===== config.mk =====
export PLATFORM = sky130hd
export DESIGN_NAME = char_lcd_nibble_writer
export DESIGN_NICKNAME = d
export VERILOG_FILES = /design/src/rtl/cln_pkg.sv /design/src/rtl/cln_capture.sv /design/src/rtl/cln_decode.sv /design/src/rtl/cln_emit.sv /design/src/rtl/char_lcd_nibble_writer.sv
export SDC_FILE = /design/constraint.sdc
export NUM_CORES = 1
export LEC_CHECK = 0
export BUFFER_PORTS_ARGS = -buffer_cell sky130_fd_sc_hd__buf_2
export CAP_MARGIN = 20
export CORE_ASPECT_RATIO = 0.7
export CORE_MARGIN = 1
export CORE_UTILIZATION = 55
export CTS_CLUSTER_DIAMETER = 40
export DETAILED_ROUTE_END_ITERATION = 16
export PLACE_DENSITY = 0.74
export SETUP_SLACK_MARGIN = 0.5
export SYNTH_ARGS = -nofsm -noshare
export SYNTH_HDL_FRONTEND = slang
export SYNTH_SLANG_ARGS = --single-unit

===== constraint.sdc =====
create_clock -name clk -period 15 [get_ports clk]
set_input_delay 4.5 -clock clk [delete_from_list [all_inputs] [get_ports clk]]
set_output_delay 4.5 -clock clk [all_outputs]
set_load 0.005 [all_outputs]

===== src/rtl/cln_pkg.sv =====
// Shared types and constants for the character LCD nibble writer.
// Depends on nothing; every other file in rtl/ refers to it by scoped names.
package cln_pkg;

    // Request operation codes.
    localparam logic [2:0] OP_INIT   = 3'd0;
    localparam logic [2:0] OP_RAW    = 3'd1;
    localparam logic [2:0] OP_CHAR   = 3'd2;
    localparam logic [2:0] OP_NUMBER = 3'd3;
    localparam logic [2:0] OP_CURSOR = 3'd4;
    localparam logic [2:0] OP_CLEAR  = 3'd5;
    localparam logic [2:0] OP_SHIFT  = 3'd6;

    // Register-select values on the LCD bus.
    localparam logic RS_COMMAND = 1'b0;
    localparam logic RS_DATA    = 1'b1;

    // Row and shift direction codes that produce output.
    localparam logic [1:0] ROW_ONE   = 2'd1;
    localparam logic [1:0] ROW_TWO   = 2'd2;
    localparam logic [1:0] DIR_LEFT  = 2'd1;
    localparam logic [1:0] DIR_RIGHT = 2'd2;

    // Longest burst of nibbles that one request can cause.
    localparam int MAX_NIBBLES = 11;

    // Display RAM base addresses of the two rows.
    localparam logic [7:0] ROW_ONE_BASE = 8'h80;
    localparam logic [7:0] ROW_TWO_BASE = 8'hC0;

    // Command nibbles of the clear and shift pairs.
    localparam logic [3:0] CLEAR_HI     = 4'h0;
    localparam logic [3:0] CLEAR_LO     = 4'h1;
    localparam logic [3:0] SHIFT_HI     = 4'h1;
    localparam logic [3:0] SHIFT_LEFT_LO  = 4'hC;
    localparam logic [3:0] SHIFT_RIGHT_LO = 4'h8;

    // Number printing: saturation limit and the character codes used.
    localparam logic [12:0] NUM_LIMIT  = 13'd5999;
    localparam logic [7:0]  CHAR_ZERO  = 8'h30;
    localparam logic [7:0]  CHAR_MINUS = 8'h2D;

    typedef logic [3:0] nibble_t;
    typedef logic [3:0] count_t;
    typedef logic [MAX_NIBBLES-1:0][3:0] nibble_vec_t;

    // Power-up wake-up sequence for 4-bit mode; entry 0 goes out first.
    localparam nibble_vec_t WAKE_SEQ = {
        4'h6, 4'h0, 4'hC, 4'h0, 4'hC, 4'h2, 4'h2, 4'h3, 4'h3, 4'h3, 4'h0
    };

    // Captured request, with the number already reduced to sign and magnitude.
    typedef struct packed {
        logic [2:0]  operation;
        logic [3:0]  command_nibble;
        logic [7:0]  char_code;
        logic        negative;
        logic [12:0] magnitude;
        logic [1:0]  row_select;
        logic [5:0]  column_select;
        logic [1:0]  shift_direction;
    } request_t;

    // One decoded burst: a common register select and up to eleven nibbles.
    typedef struct packed {
        logic        register_select;
        count_t      count;
        nibble_vec_t nibbles;
    } burst_t;

endpackage


===== src/rtl/cln_capture.sv =====
// Request input register of the LCD nibble writer.
// Depends on cln_pkg; folds the signed number into sign and saturated magnitude.
module cln_capture (
    input  logic                clk,
    input  logic                rst_n,
    input  logic                item_valid,
    output logic                item_stall,
    input  logic [2:0]          operation,
    input  logic [3:0]          command_nibble,
    input  logic [7:0]          char_code,
    input  logic signed [13:0]  number_value,
    input  logic [1:0]          row_select,
    input  logic [5:0]          column_select,
    input  logic [1:0]          shift_direction,
    input  logic                take,
    output logic                req_valid,
    output cln_pkg::request_t   req
);

    logic              req_valid_reg;
    logic              req_valid_next;
    cln_pkg::request_t req_reg;
    cln_pkg::request_t req_next;
    logic              accept;
    logic              negative;
    logic [13:0]       magnitude_full;

    // The register holds while the burst stage has not taken its content.
    assign item_stall = req_valid_reg & ~take;
    assign accept     = item_valid & ~item_stall;

    // Sign and magnitude with saturation at the printable limit.
    always_comb
    begin
        negative       = number_value[13];
        magnitude_full = negative ? (14'd0 - number_value) : number_value;
        req_next                 = req_reg;
        req_next.operation       = operation;
        req_next.command_nibble  = command_nibble;
        req_next.char_code       = char_code;
        req_next.negative        = negative;
        req_next.magnitude       = (magnitude_full > {1'b0, cln_pkg::NUM_LIMIT})
                                   ? cln_pkg::NUM_LIMIT : magnitude_full[12:0];
        req_next.row_select      = row_select;
        req_next.column_select   = column_select;
        req_next.shift_direction = shift_direction;
    end

    // Valid flag: set on a transfer, cleared when the burst stage takes it.
    always_comb
    begin
        if (accept)
        begin
            req_valid_next = 1'b1;
        end
        else if (take)
        begin
            req_valid_next = 1'b0;
        end
        else
        begin
            req_valid_next = req_valid_reg;
        end
    end

    always_ff @(posedge clk or negedge rst_n)
    begin
        if (!rst_n)
        begin
            req_valid_reg <= 1'b0;
        end
        else
        begin
            req_valid_reg <= req_valid_next;
        end
    end

    // Payload register, loaded only on a transfer.
    always_ff @(posedge clk)
    begin
        if (accept)
        begin
            req_reg <= req_next;
        end
    end

    assign req_valid = req_valid_reg;
    assign req       = req_reg;

    // A held request that is not taken stays valid.
    assert property (@(posedge clk) disable iff (!rst_n)
        req_valid_reg && !take |=> req_valid_reg)
        else $error("held request was dropped");

    // The stored magnitude never exceeds the saturation limit.
    assert property (@(posedge clk) disable iff (!rst_n)
        req_valid_reg |-> req_reg.magnitude <= cln_pkg::NUM_LIMIT)
        else $error("magnitude above saturation limit");

endmodule


===== src/rtl/cln_decode.sv =====
// Burst decoder of the LCD nibble writer: one request to its nibble list.
// Depends on cln_pkg; purely combinational, between the request and burst registers.
module cln_decode (
    input  cln_pkg::request_t req,
    output cln_pkg::burst_t   burst
);

    logic [2:0]       q3;
    logic [9:0]       r3;
    logic [3:0]       q2;
    logic [6:0]       r2;
    logic [3:0]       q1;
    logic [3:0]       q0;
    logic [3:0][3:0]  digits;
    logic [2:0]       ndig;
    logic [2:0]       nchars;
    logic [2:0]       pos;
    logic [1:0]       dig_idx;
    logic [4:0][7:0]  chars;
    logic [7:0]       address;
    logic [7:0]       base;

    // Decimal digits by parallel compares against multiples of each power of ten.
    always_comb
    begin
        q3 = 3'd0;
        for (int k = 1; k <= 5; k++)
        begin
            if (req.magnitude >= 13'(k * 1000))
            begin
                q3 = 3'(k);
            end
        end
        r3 = 10'(req.magnitude - 13'(q3) * 13'd1000);
        q2 = 4'd0;
        for (int k = 1; k <= 9; k++)
        begin
            if (r3 >= 10'(k * 100))
            begin
                q2 = 4'(k);
            end
        end
        r2 = 7'(r3 - 10'(q2) * 10'd100);
        q1 = 4'd0;
        for (int k = 1; k <= 9; k++)
        begin
            if (r2 >= 7'(k * 10))
            begin
                q1 = 4'(k);
            end
        end
        q0 = 4'(r2 - 7'(q1) * 7'd10);
        digits = {{1'b0, q3}, q2, q1, q0};
    end

    // Character list of a number: optional minus, then digits with no leading zeros.
    always_comb
    begin
        if (req.magnitude >= 13'd1000)
        begin
            ndig = 3'd4;
        end
        else if (req.magnitude >= 13'd100)
        begin
            ndig = 3'd3;
        end
        else if (req.magnitude >= 13'd10)
        begin
            ndig = 3'd2;
        end
        else
        begin
            ndig = 3'd1;
        end
        nchars  = ndig + {2'b00, req.negative};
        pos     = 3'd0;
        dig_idx = 2'd0;
        for (int j = 0; j < 5; j++)
        begin
            chars[j] = cln_pkg::CHAR_ZERO;
            if (req.negative && (j == 0))
            begin
                chars[j] = cln_pkg::CHAR_MINUS;
            end
            else
            begin
                pos = 3'(j) - {2'b00, req.negative};
                if (pos < ndig)
                begin
                    dig_idx  = 2'(ndig - 3'd1 - pos);
                    chars[j] = cln_pkg::CHAR_ZERO + {4'b0000, digits[dig_idx]};
                end
            end
        end
    end

    // Cursor address: row base plus column minus one, wrapping at eight bits.
    always_comb
    begin
        base    = (req.row_select == cln_pkg::ROW_TWO)
                  ? cln_pkg::ROW_TWO_BASE : cln_pkg::ROW_ONE_BASE;
        address = base + {2'b00, req.column_select} - 8'd1;
    end

    // Burst assembly per operation.
    always_comb
    begin
        burst.register_select = cln_pkg::RS_COMMAND;
        burst.count           = 4'd0;
        burst.nibbles         = '0;
        unique case (req.operation)
            cln_pkg::OP_INIT:
            begin
                burst.count   = 4'(cln_pkg::MAX_NIBBLES);
                burst.nibbles = cln_pkg::WAKE_SEQ;
            end
            cln_pkg::OP_RAW:
            begin
                burst.count      = 4'd1;
                burst.nibbles[0] = req.command_nibble;
            end
            cln_pkg::OP_CHAR:
            begin
                burst.register_select = cln_pkg::RS_DATA;
                burst.count           = 4'd2;
                burst.nibbles[0]      = req.char_code[7:4];
                burst.nibbles[1]      = req.char_code[3:0];
            end
            cln_pkg::OP_NUMBER:
            begin
                burst.register_select = cln_pkg::RS_DATA;
                burst.count           = {nchars, 1'b0};
                for (int j = 0; j < 5; j++)
                begin
                    burst.nibbles[2*j]   = chars[j][7:4];
                    burst.nibbles[2*j+1] = chars[j][3:0];
                end
            end
            cln_pkg::OP_CURSOR:
            begin
                if ((req.row_select == cln_pkg::ROW_ONE) ||
                    (req.row_select == cln_pkg::ROW_TWO))
                begin
                    burst.count      = 4'd2;
                    burst.nibbles[0] = address[7:4];
                    burst.nibbles[1] = address[3:0];
                end
            end
            cln_pkg::OP_CLEAR:
            begin
                burst.count      = 4'd2;
                burst.nibbles[0] = cln_pkg::CLEAR_HI;
                burst.nibbles[1] = cln_pkg::CLEAR_LO;
            end
            cln_pkg::OP_SHIFT:
            begin
                if (req.shift_direction == cln_pkg::DIR_LEFT)
                begin
                    burst.count      = 4'd2;
                    burst.nibbles[0] = cln_pkg::SHIFT_HI;
                    burst.nibbles[1] = cln_pkg::SHIFT_LEFT_LO;
                end
                else if (req.shift_direction == cln_pkg::DIR_RIGHT)
                begin
                    burst.count      = 4'd2;
                    burst.nibbles[0] = cln_pkg::SHIFT_HI;
                    burst.nibbles[1] = cln_pkg::SHIFT_RIGHT_LO;
                end
            end
            default:
            begin
                burst.count = 4'd0;
            end
        endcase
    end

endmodule


===== src/rtl/cln_emit.sv =====
// Burst register and nibble output of the LCD nibble writer.
// Depends on cln_pkg; shifts one nibble out per output transfer.
module cln_emit (
    input  logic              clk,
    input  logic              rst_n,
    input  logic              req_valid,
    input  cln_pkg::burst_t   burst_in,
    output logic              take,
    output logic              nibble_valid,
    input  logic              nibble_stall,
    output logic              register_select,
    output logic [3:0]        bus_nibble,
    output logic              last_nibble
);

    cln_pkg::count_t      count_reg;
    cln_pkg::count_t      count_next;
    cln_pkg::nibble_vec_t nibbles_reg;
    cln_pkg::nibble_vec_t nibbles_next;
    logic                 rs_reg;
    logic                 rs_next;
    logic                 out_xfer;
    logic                 load_ready;
    logic                 load;

    assign nibble_valid    = (count_reg != 4'd0);
    assign register_select = rs_reg;
    assign bus_nibble      = nibbles_reg[0];
    assign last_nibble     = (count_reg == 4'd1);

    // A new burst loads when the register is empty or its final nibble leaves now.
    assign out_xfer   = nibble_valid & ~nibble_stall;
    assign load_ready = (count_reg == 4'd0) | ((count_reg == 4'd1) & out_xfer);
    assign load       = req_valid & load_ready;
    assign take       = load_ready;

    // Next burst state: load, shift by one nibble, or hold.
    always_comb
    begin
        count_next   = count_reg;
        nibbles_next = nibbles_reg;
        rs_next      = rs_reg;
        if (load)
        begin
            count_next   = burst_in.count;
            nibbles_next = burst_in.nibbles;
            rs_next      = burst_in.register_select;
        end
        else if (out_xfer)
        begin
            count_next   = count_reg - 4'd1;
            nibbles_next = {4'h0, nibbles_reg[cln_pkg::MAX_NIBBLES-1:1]};
        end
    end

    always_ff @(posedge clk or negedge rst_n)
    begin
        if (!rst_n)
        begin
            count_reg <= 4'd0;
        end
        else
        begin
            count_reg <= count_next;
        end
    end

    always_ff @(posedge clk)
    begin
        nibbles_reg <= nibbles_next;
        rs_reg      <= rs_next;
    end

    // The burst length never exceeds the longest sequence.
    assert property (@(posedge clk) disable iff (!rst_n)
        count_reg <= 4'(cln_pkg::MAX_NIBBLES))
        else $error("burst count out of range");

    // A new burst only replaces an empty or just-finished one.
    assert property (@(posedge clk) disable iff (!rst_n)
        load |-> (count_reg == 4'd0) || (last_nibble && out_xfer))
        else $error("burst overwritten before it was sent");

    // After the final transfer with nothing loaded, the output goes idle.
    assert property (@(posedge clk) disable iff (!rst_n)
        last_nibble && out_xfer && !load |=> !nibble_valid)
        else $error("output stayed valid after the final nibble");

endmodule


===== src/rtl/char_lcd_nibble_writer.sv =====
// A request's first nibble reaches the outputs through the request register, then the
// burst register; the next burst loads as the final nibble of the last one leaves.
// Throughput: each request causes up to eleven nibbles (eleven for init), which leave
// on the single nibble output, one transfer per cycle while nibble_stall is low.
// Reset: rst_n clears the request and burst valid state asynchronously; no outputs pend.
// Depends on cln_pkg, cln_capture, cln_decode and cln_emit.
module char_lcd_nibble_writer (
    input  logic               clk,
    input  logic               rst_n,
    input  logic               item_valid,
    output logic               item_stall,
    input  logic [2:0]         operation,
    input  logic [3:0]         command_nibble,
    input  logic [7:0]         char_code,
    input  logic signed [13:0] number_value,
    input  logic [1:0]         row_select,
    input  logic [5:0]         column_select,
    input  logic [1:0]         shift_direction,
    output logic               nibble_valid,
    input  logic               nibble_stall,
    output logic               register_select,
    output logic [3:0]         bus_nibble,
    output logic               last_nibble
);

    logic              req_valid;
    logic              take;
    cln_pkg::request_t req;
    cln_pkg::burst_t   burst;

    // Request register.
    cln_capture u_capture (
        .clk             (clk),
        .rst_n           (rst_n),
        .item_valid      (item_valid),
        .item_stall      (item_stall),
        .operation       (operation),
        .command_nibble  (command_nibble),
        .char_code       (char_code),
        .number_value    (number_value),
        .row_select      (row_select),
        .column_select   (column_select),
        .shift_direction (shift_direction),
        .take            (take),
        .req_valid       (req_valid),
        .req             (req)
    );

    // Request to nibble burst.
    cln_decode u_decode (
        .req   (req),
        .burst (burst)
    );

    // Burst register and output.
    cln_emit u_emit (
        .clk             (clk),
        .rst_n           (rst_n),
        .req_valid       (req_valid),
        .burst_in        (burst),
        .take            (take),
        .nibble_valid    (nibble_valid),
        .nibble_stall    (nibble_stall),
        .register_select (register_select),
        .bus_nibble      (bus_nibble),
        .last_nibble     (last_nibble)
    );

endmodule

==> impl_metrics.yaml, run 1 <==
layout:
  nNetsFinal: 773
  final_common_cell: "edfxtp_1"
  diodes: 0
  largest_reg_flops: 39
  seq_area_um2: 2560
  fill_cells: 892
  multi_input_area_um2: 3380
  final_layout_size_suffix_gt1_frac: 0.130
  layout_common_cells: "edfxtp_1, nand2_1, nor2_1, buf_2, o21ai_0"
  area_delta_synth_final_pct: 10.8
clock_tree:
  clkTransAtPathRegs_ns: 0.06
  cts_setup_buffers: 0
  cts_max_level: 3
  clockRootBuffer: "clkbuf_16"
  cts_resized: 0
  cts_buffers: 9
  cts_buffer_depth: 2
  clkLatencyLatePin_ns: 0.34
  cts_num_sinks: 86
  cts_tree: "yes"
  postCtsHoldBufs: 0
place:
  dp_hpwl_mm: 10.5
  numPortBuffers: 50
  place.gp.congestion: 0.890
synthesis:
  synth_edf_count: 81
  ys_seq_area_frac: 0.411
  ys_ff_latch: 86
  netlist_area_um2: 6220
  synth_flop_cell: "edfxtp_1"
  mappedNetlistNets: 737
  ys_async_sr_fraction: 0.0581
  avgSynthCellArea_um2: 9.45
  ys_types: 69
  synth_cells: 658
  ys_warn_count: 0
floorplanning:
  die_h_um: 91.0
  die_x_um: 129
  core_um2: 11000
  start_util: 0.565
  rows: 32
  ios: 51
  fp.dieArea_um2: 11700
outcome:
  status: "completed"
grt:
  grt_max_degree: 50
  overflow: 0
  grt_pass1_vias: 4815
  antenna_found_initial: 0
  grtUsageTotal: 0.252
  grt_pass1_wl_mm: 23.2
sta:
  rsz0062_at_grt: "false"
  relSlewSlack: 0.343
  fin_crit_ns: 9.94
  fin_crit_sh: 0.663
  fmax_mhz: 101
  worst_slew_pin_slew_ns: 0.982
  tns_ns: 0
  skew_ns: 0.0101
  setup_violations: 0
  hold_viol_final: 0
  slew_violations: 0
routing:
  first_pass_iters: 5
  wl_per_cell_um: 16.5
  final_antenna_net_count: 0
  drt-initial-drc-count: 476
  drc: 0
  wirelength_mm: 14.0
  avgViaCountPerCell: 6.09
  vias: 5185
setup_path:
  start_kind: "register"
  crit_arrival_ns: 10.02
  cp_slowest_cell: "o31ai_1"
  path_class: "register to register"
  end_kind: "register"
  crit_path_frequent_cell: "nand2_1"
  worstPathRequired_ns: 15.07
  worst-path-max-fanout: 8
  max_stage_delay_ns: 0.58
min_path:
  worstHoldPathType: "register to register"
flow_run:
  max_cap_viol_count: 0
[critical path, delay by kind of cell (launching register included)]
family / cells / cell delay, ns
and+or+nand+nor: 11 / 1.40
buffers and inverters: 3 / 0.36
xor gates and xnor gates: 4 / 1.10
adders and majority gates: 7 / 2.76
DFF: 1 / 0.52
AOI/OAI and AO/OA: 11 / 3.53
[final timing paths]
path,from,to,slack (ns),depth (start not counted)
max in group asynchronous,rst_n,u_emit.count_reg[3]$_DFFE_PN0P_,10.89,1
worst min register to register,u_emit.nibbles_reg[22]$_DFFE_PP_,u_emit.nibbles_reg[18]$_SDFFCE_PP0P_,0.52,1
worst max-delay path,u_capture.req[14]$_SDFFCE_PN0P_,u_emit.nibbles_reg[7]$_DFFE_PP_,5.06,36
min in group asynchronous,rst_n,u_capture.req_valid$_DFFE_PN0P_,3.97,1
worst max register to register,u_capture.req[14]$_SDFFCE_PN0P_,u_emit.nibbles_reg[7]$_DFFE_PP_,5.06,36
worst min-delay path,u_emit.nibbles_reg[22]$_DFFE_PP_,u_emit.nibbles_reg[18]$_SDFFCE_PP0P_,0.52,1
[Yosys cell counts (all sizes together) (4+ instances only)]
cell / instances / area share
fa: 5 / 0.016
a2111oi: 4 / 0.0086
edfxtp: 81 / 0.39
a211oi: 9 / 0.012
and3: 6 / 0.0060
o22ai: 8 / 0.0080
a21o: 12 / 0.014
o21ai: 49 / 0.040
and2: 7 / 0.0070
a22o: 7 / 0.0099
nand2b: 14 / 0.014
mux2i: 5 / 0.0080
a221oi: 4 / 0.0056
nor2: 60 / 0.037
nand2: 73 / 0.044
inv: 39 / 0.024
clkbuf: 23 / 0.014
xor2: 14 / 0.020
xnor2: 24 / 0.039
nor2b: 9 / 0.0091
o31ai: 5 / 0.0060
ha: 31 / 0.062
a22oi: 4 / 0.0048
nand3: 20 / 0.017
dfrtp: 5 / 0.020
a21oi: 37 / 0.030
o21a: 7 / 0.0084
nor3: 13 / 0.010
or3: 7 / 0.0070
a31oi: 12 / 0.012
buf: 6 / 0.0060
mux4: 5 / 0.018
o211ai: 6 / 0.0072
[through the flow]
| step | cell area [µm²] | worst slack [ns] | hold WS, ns | cells | util |
|---|---|---|---|---|---|
| floorplan | 6220 | 5.70 | 0.481 | 658 | - |
| global placement | 6570 | 5.46 | 0.493 | 836 | 0.597 |
| detailed placement | 6570 | 5.22 | 0.503 | 836 | 0.597 |
| CTS | 6890 | 5.18 | 0.515 | 852 | 0.626 |
| global route | 6890 | 4.23 | 0.539 | 852 | 0.626 |
| finish | 6890 | 5.06 | 0.517 | 852 | 0.626 |
[final cells by class]
cell class,count,area share
repair buffers,54,0.0407
inverters,42,0.0229
flip-flops and latches,86,0.371
clock inverters,6,0.0134
clock buffers,10,0.0332
multi-input cells,501,0.491
well taps,153,0.0278
[cells by family after synthesis]
group                    share of synthesized area
AND/OR/NAND/NOR                              0.165
AO/OA/AOI/OAI                                0.214
flip-flops                                   0.411
buffers and inverters                       0.0453
XOR/XNOR                                    0.0583
adder cells (fa/ha/maj)                     0.0784
multiplexers                                0.0280
[per-layer routing]
metal / share of wire / track usage / vias up
li1: - / - / 2501
met1: 0.47 / 0.371 / 2450
met2: 0.45 / 0.381 / 222
met3: 0.073 / 0.0495 / 12
met4: 0.010 / 0.0608 / 0
met5: 0 / 0 / -
Power of run 1 is not shown: default switching activity piles up to over one toggle a cycle in this logic, so the estimate is an artifact.
==> run 2: changes to the inputs <==
Clock period 15 ns to 10.22 ns, I/O delays scaled along.
==> run 2 against run 1 <==
- global-route usage shrank 0.24 points
- critical endpoint is now u_emit.nibbles_reg[15]$_DFFE_PP_
- worst hold slack gained 0.0022 ns
- register-to-register slack lost 3.9 ns
- sequential share of layout area shrank 0.094 points
- final cell count grew 0.12%
==> impl_metrics.yaml, run 2 (synthesis results as in run 1) <==
floorplanning:
  die_x_um: 129
  fp.dieArea_um2: 11700
  ios: 51
  start_util: 0.565
  core_um2: 11000
  rows: 32
  die_h_um: 91.0
grt:
  grtUsageTotal: 0.250
  grt_pass1_vias: 4732
  overflow: 0
  grt_max_degree: 50
  grt_pass1_wl_mm: 23.0
  antenna_found_initial: 0
routing:
  wl_per_cell_um: 16.5
  wirelength_mm: 14.1
  vias: 5202
  drt-initial-drc-count: 522
  first_pass_iters: 6
  final_antenna_net_count: 0
  drc: 0
  avgViaCountPerCell: 6.10
sta:
  fin_crit_ns: 9.10
  skew_ns: 0.00572
  fin_hold_ws_ns: 0.519
  tns_ns: 0
  setup_violations: 0
  fin_crit_sh: 0.890
  slew_violations: 0
  hold_viol_final: 0
  worst_slew_pin_slew_ns: 0.947
  fmax_mhz: 110
  relSlewSlack: 0.366
  rsz0062_at_grt: "false"
flow_run:
  max_cap_viol_count: 0
layout:
  fill_cells: 885
  nNetsFinal: 774
  layout_common_cells: "edfxtp_1, nand2_1, nor2_1, buf_2, o21ai_0"
  final_common_cell: "edfxtp_1"
  diodes: 0
  utilization: 0.627
  largest_reg_flops: 39
  area_delta_synth_final_pct: 11.0
  final_layout_size_suffix_gt1_frac: 0.141
setup_path:
  cpLargestDelayFamily: "compound AO/OA/AOI/OAI gates"
  max_stage_delay_ns: 0.57
  cp_slowest_cell: "or4_1"
  crit_path_frequent_cell: "fa_1"
  path_class: "register to register"
  worst-path-max-fanout: 7
  crit_arrival_ns: 9.26
  end_kind: "register"
  worstPathRequired_ns: 10.38
  crit_buf_inv: 3
  start_kind: "register"
place:
  place.gp.congestion: 0.919
  dp_hpwl_mm: 10.4
  numPortBuffers: 50
clock_tree:
  cts_buffers: 9
  cts_buffer_depth: 2
  clkLatencyLatePin_ns: 0.34
  clockRootBuffer: "clkbuf_16"
  cts_tree: "yes"
  cts_num_sinks: 86
  clkTransAtPathRegs_ns: 0.06
  cts_max_level: 3
  cts_setup_buffers: 0
outcome:
  status: "completed"
min_path:
  worstHoldPathType: "register to register"
[run 2: worst reg2reg max path: cells and delay by family, from the launching register on]
kind,cells,cell delay (ns)
buffers and inverters,3,0.25
DFF,1,0.40
adders and majority gates,6,2.41
AOI/OAI and AO/OA,14,3.49
xor gates and xnor gates,3,0.60
and+or+nand+nor,7,1.77
[run 2: stage by stage]
stage / instance area [µm²] / worst slack, ns / instances
detailed placement: 6580 / 0.720 / 837
global placement: 6580 / 1.14 / 837
CTS: 6860 / 0.666 / 853
finish: 6910 / 1.12 / 853
global route: 6910 / 0.557 / 853
floorplan: 6220 / 1.80 / 658
[run 2: cell type report]
type	instances	area, µm²	share of cell area
repair buffers	55	288	0.0417
clock inverters	6	53.8	0.00779
well taps	153	191	0.0277
clock buffers	10	229	0.0331
multi-input cells	501	3430	0.497
inverters	42	158	0.0228
flip-flops and latches	86	2560	0.370
[run 2: per-layer routing]
metal	wire length (µm)	track usage	vias up
li1	-	-	2502
met1	6540	0.370	2439
met2	6250	0.369	242
met3	1140	0.0572	19
met4	144	0.0559	0
met5	0	0	-
[run 2: what timing repair did]
action | in CTS | in global routing
hold buffers | 0 | 0
setup endpoints to repair | 0 | 8
gates resized for setup | 0 | 9
[run 2: path summary, 6_finish.rpt]
path / startpoint / end / slack (ns) / cells after the start
setup / recovery: u_capture.req[19]$_SDFFCE_PN1P_ / u_emit.nibbles_reg[15]$_DFFE_PP_ / 1.12 / 33
hold reg to reg: u_emit.nibbles_reg[36]$_SDFFCE_PN0P_ / u_emit.nibbles_reg[32]$_DFFE_PP_ / 0.52 / 2
min in group asynchronous: rst_n / u_emit.count_reg[3]$_DFFE_PN0P_ / 2.53 / 1
max in group asynchronous: rst_n / u_emit.count_reg[1]$_DFFE_PN0P_ / 7.55 / 1
setup reg to reg: u_capture.req[19]$_SDFFCE_PN1P_ / u_emit.nibbles_reg[15]$_DFFE_PP_ / 1.12 / 33
hold / removal: u_emit.nibbles_reg[36]$_SDFFCE_PN0P_ / u_emit.nibbles_reg[32]$_DFFE_PP_ / 0.52 / 2
Power of run 2 is left out for the same reason.
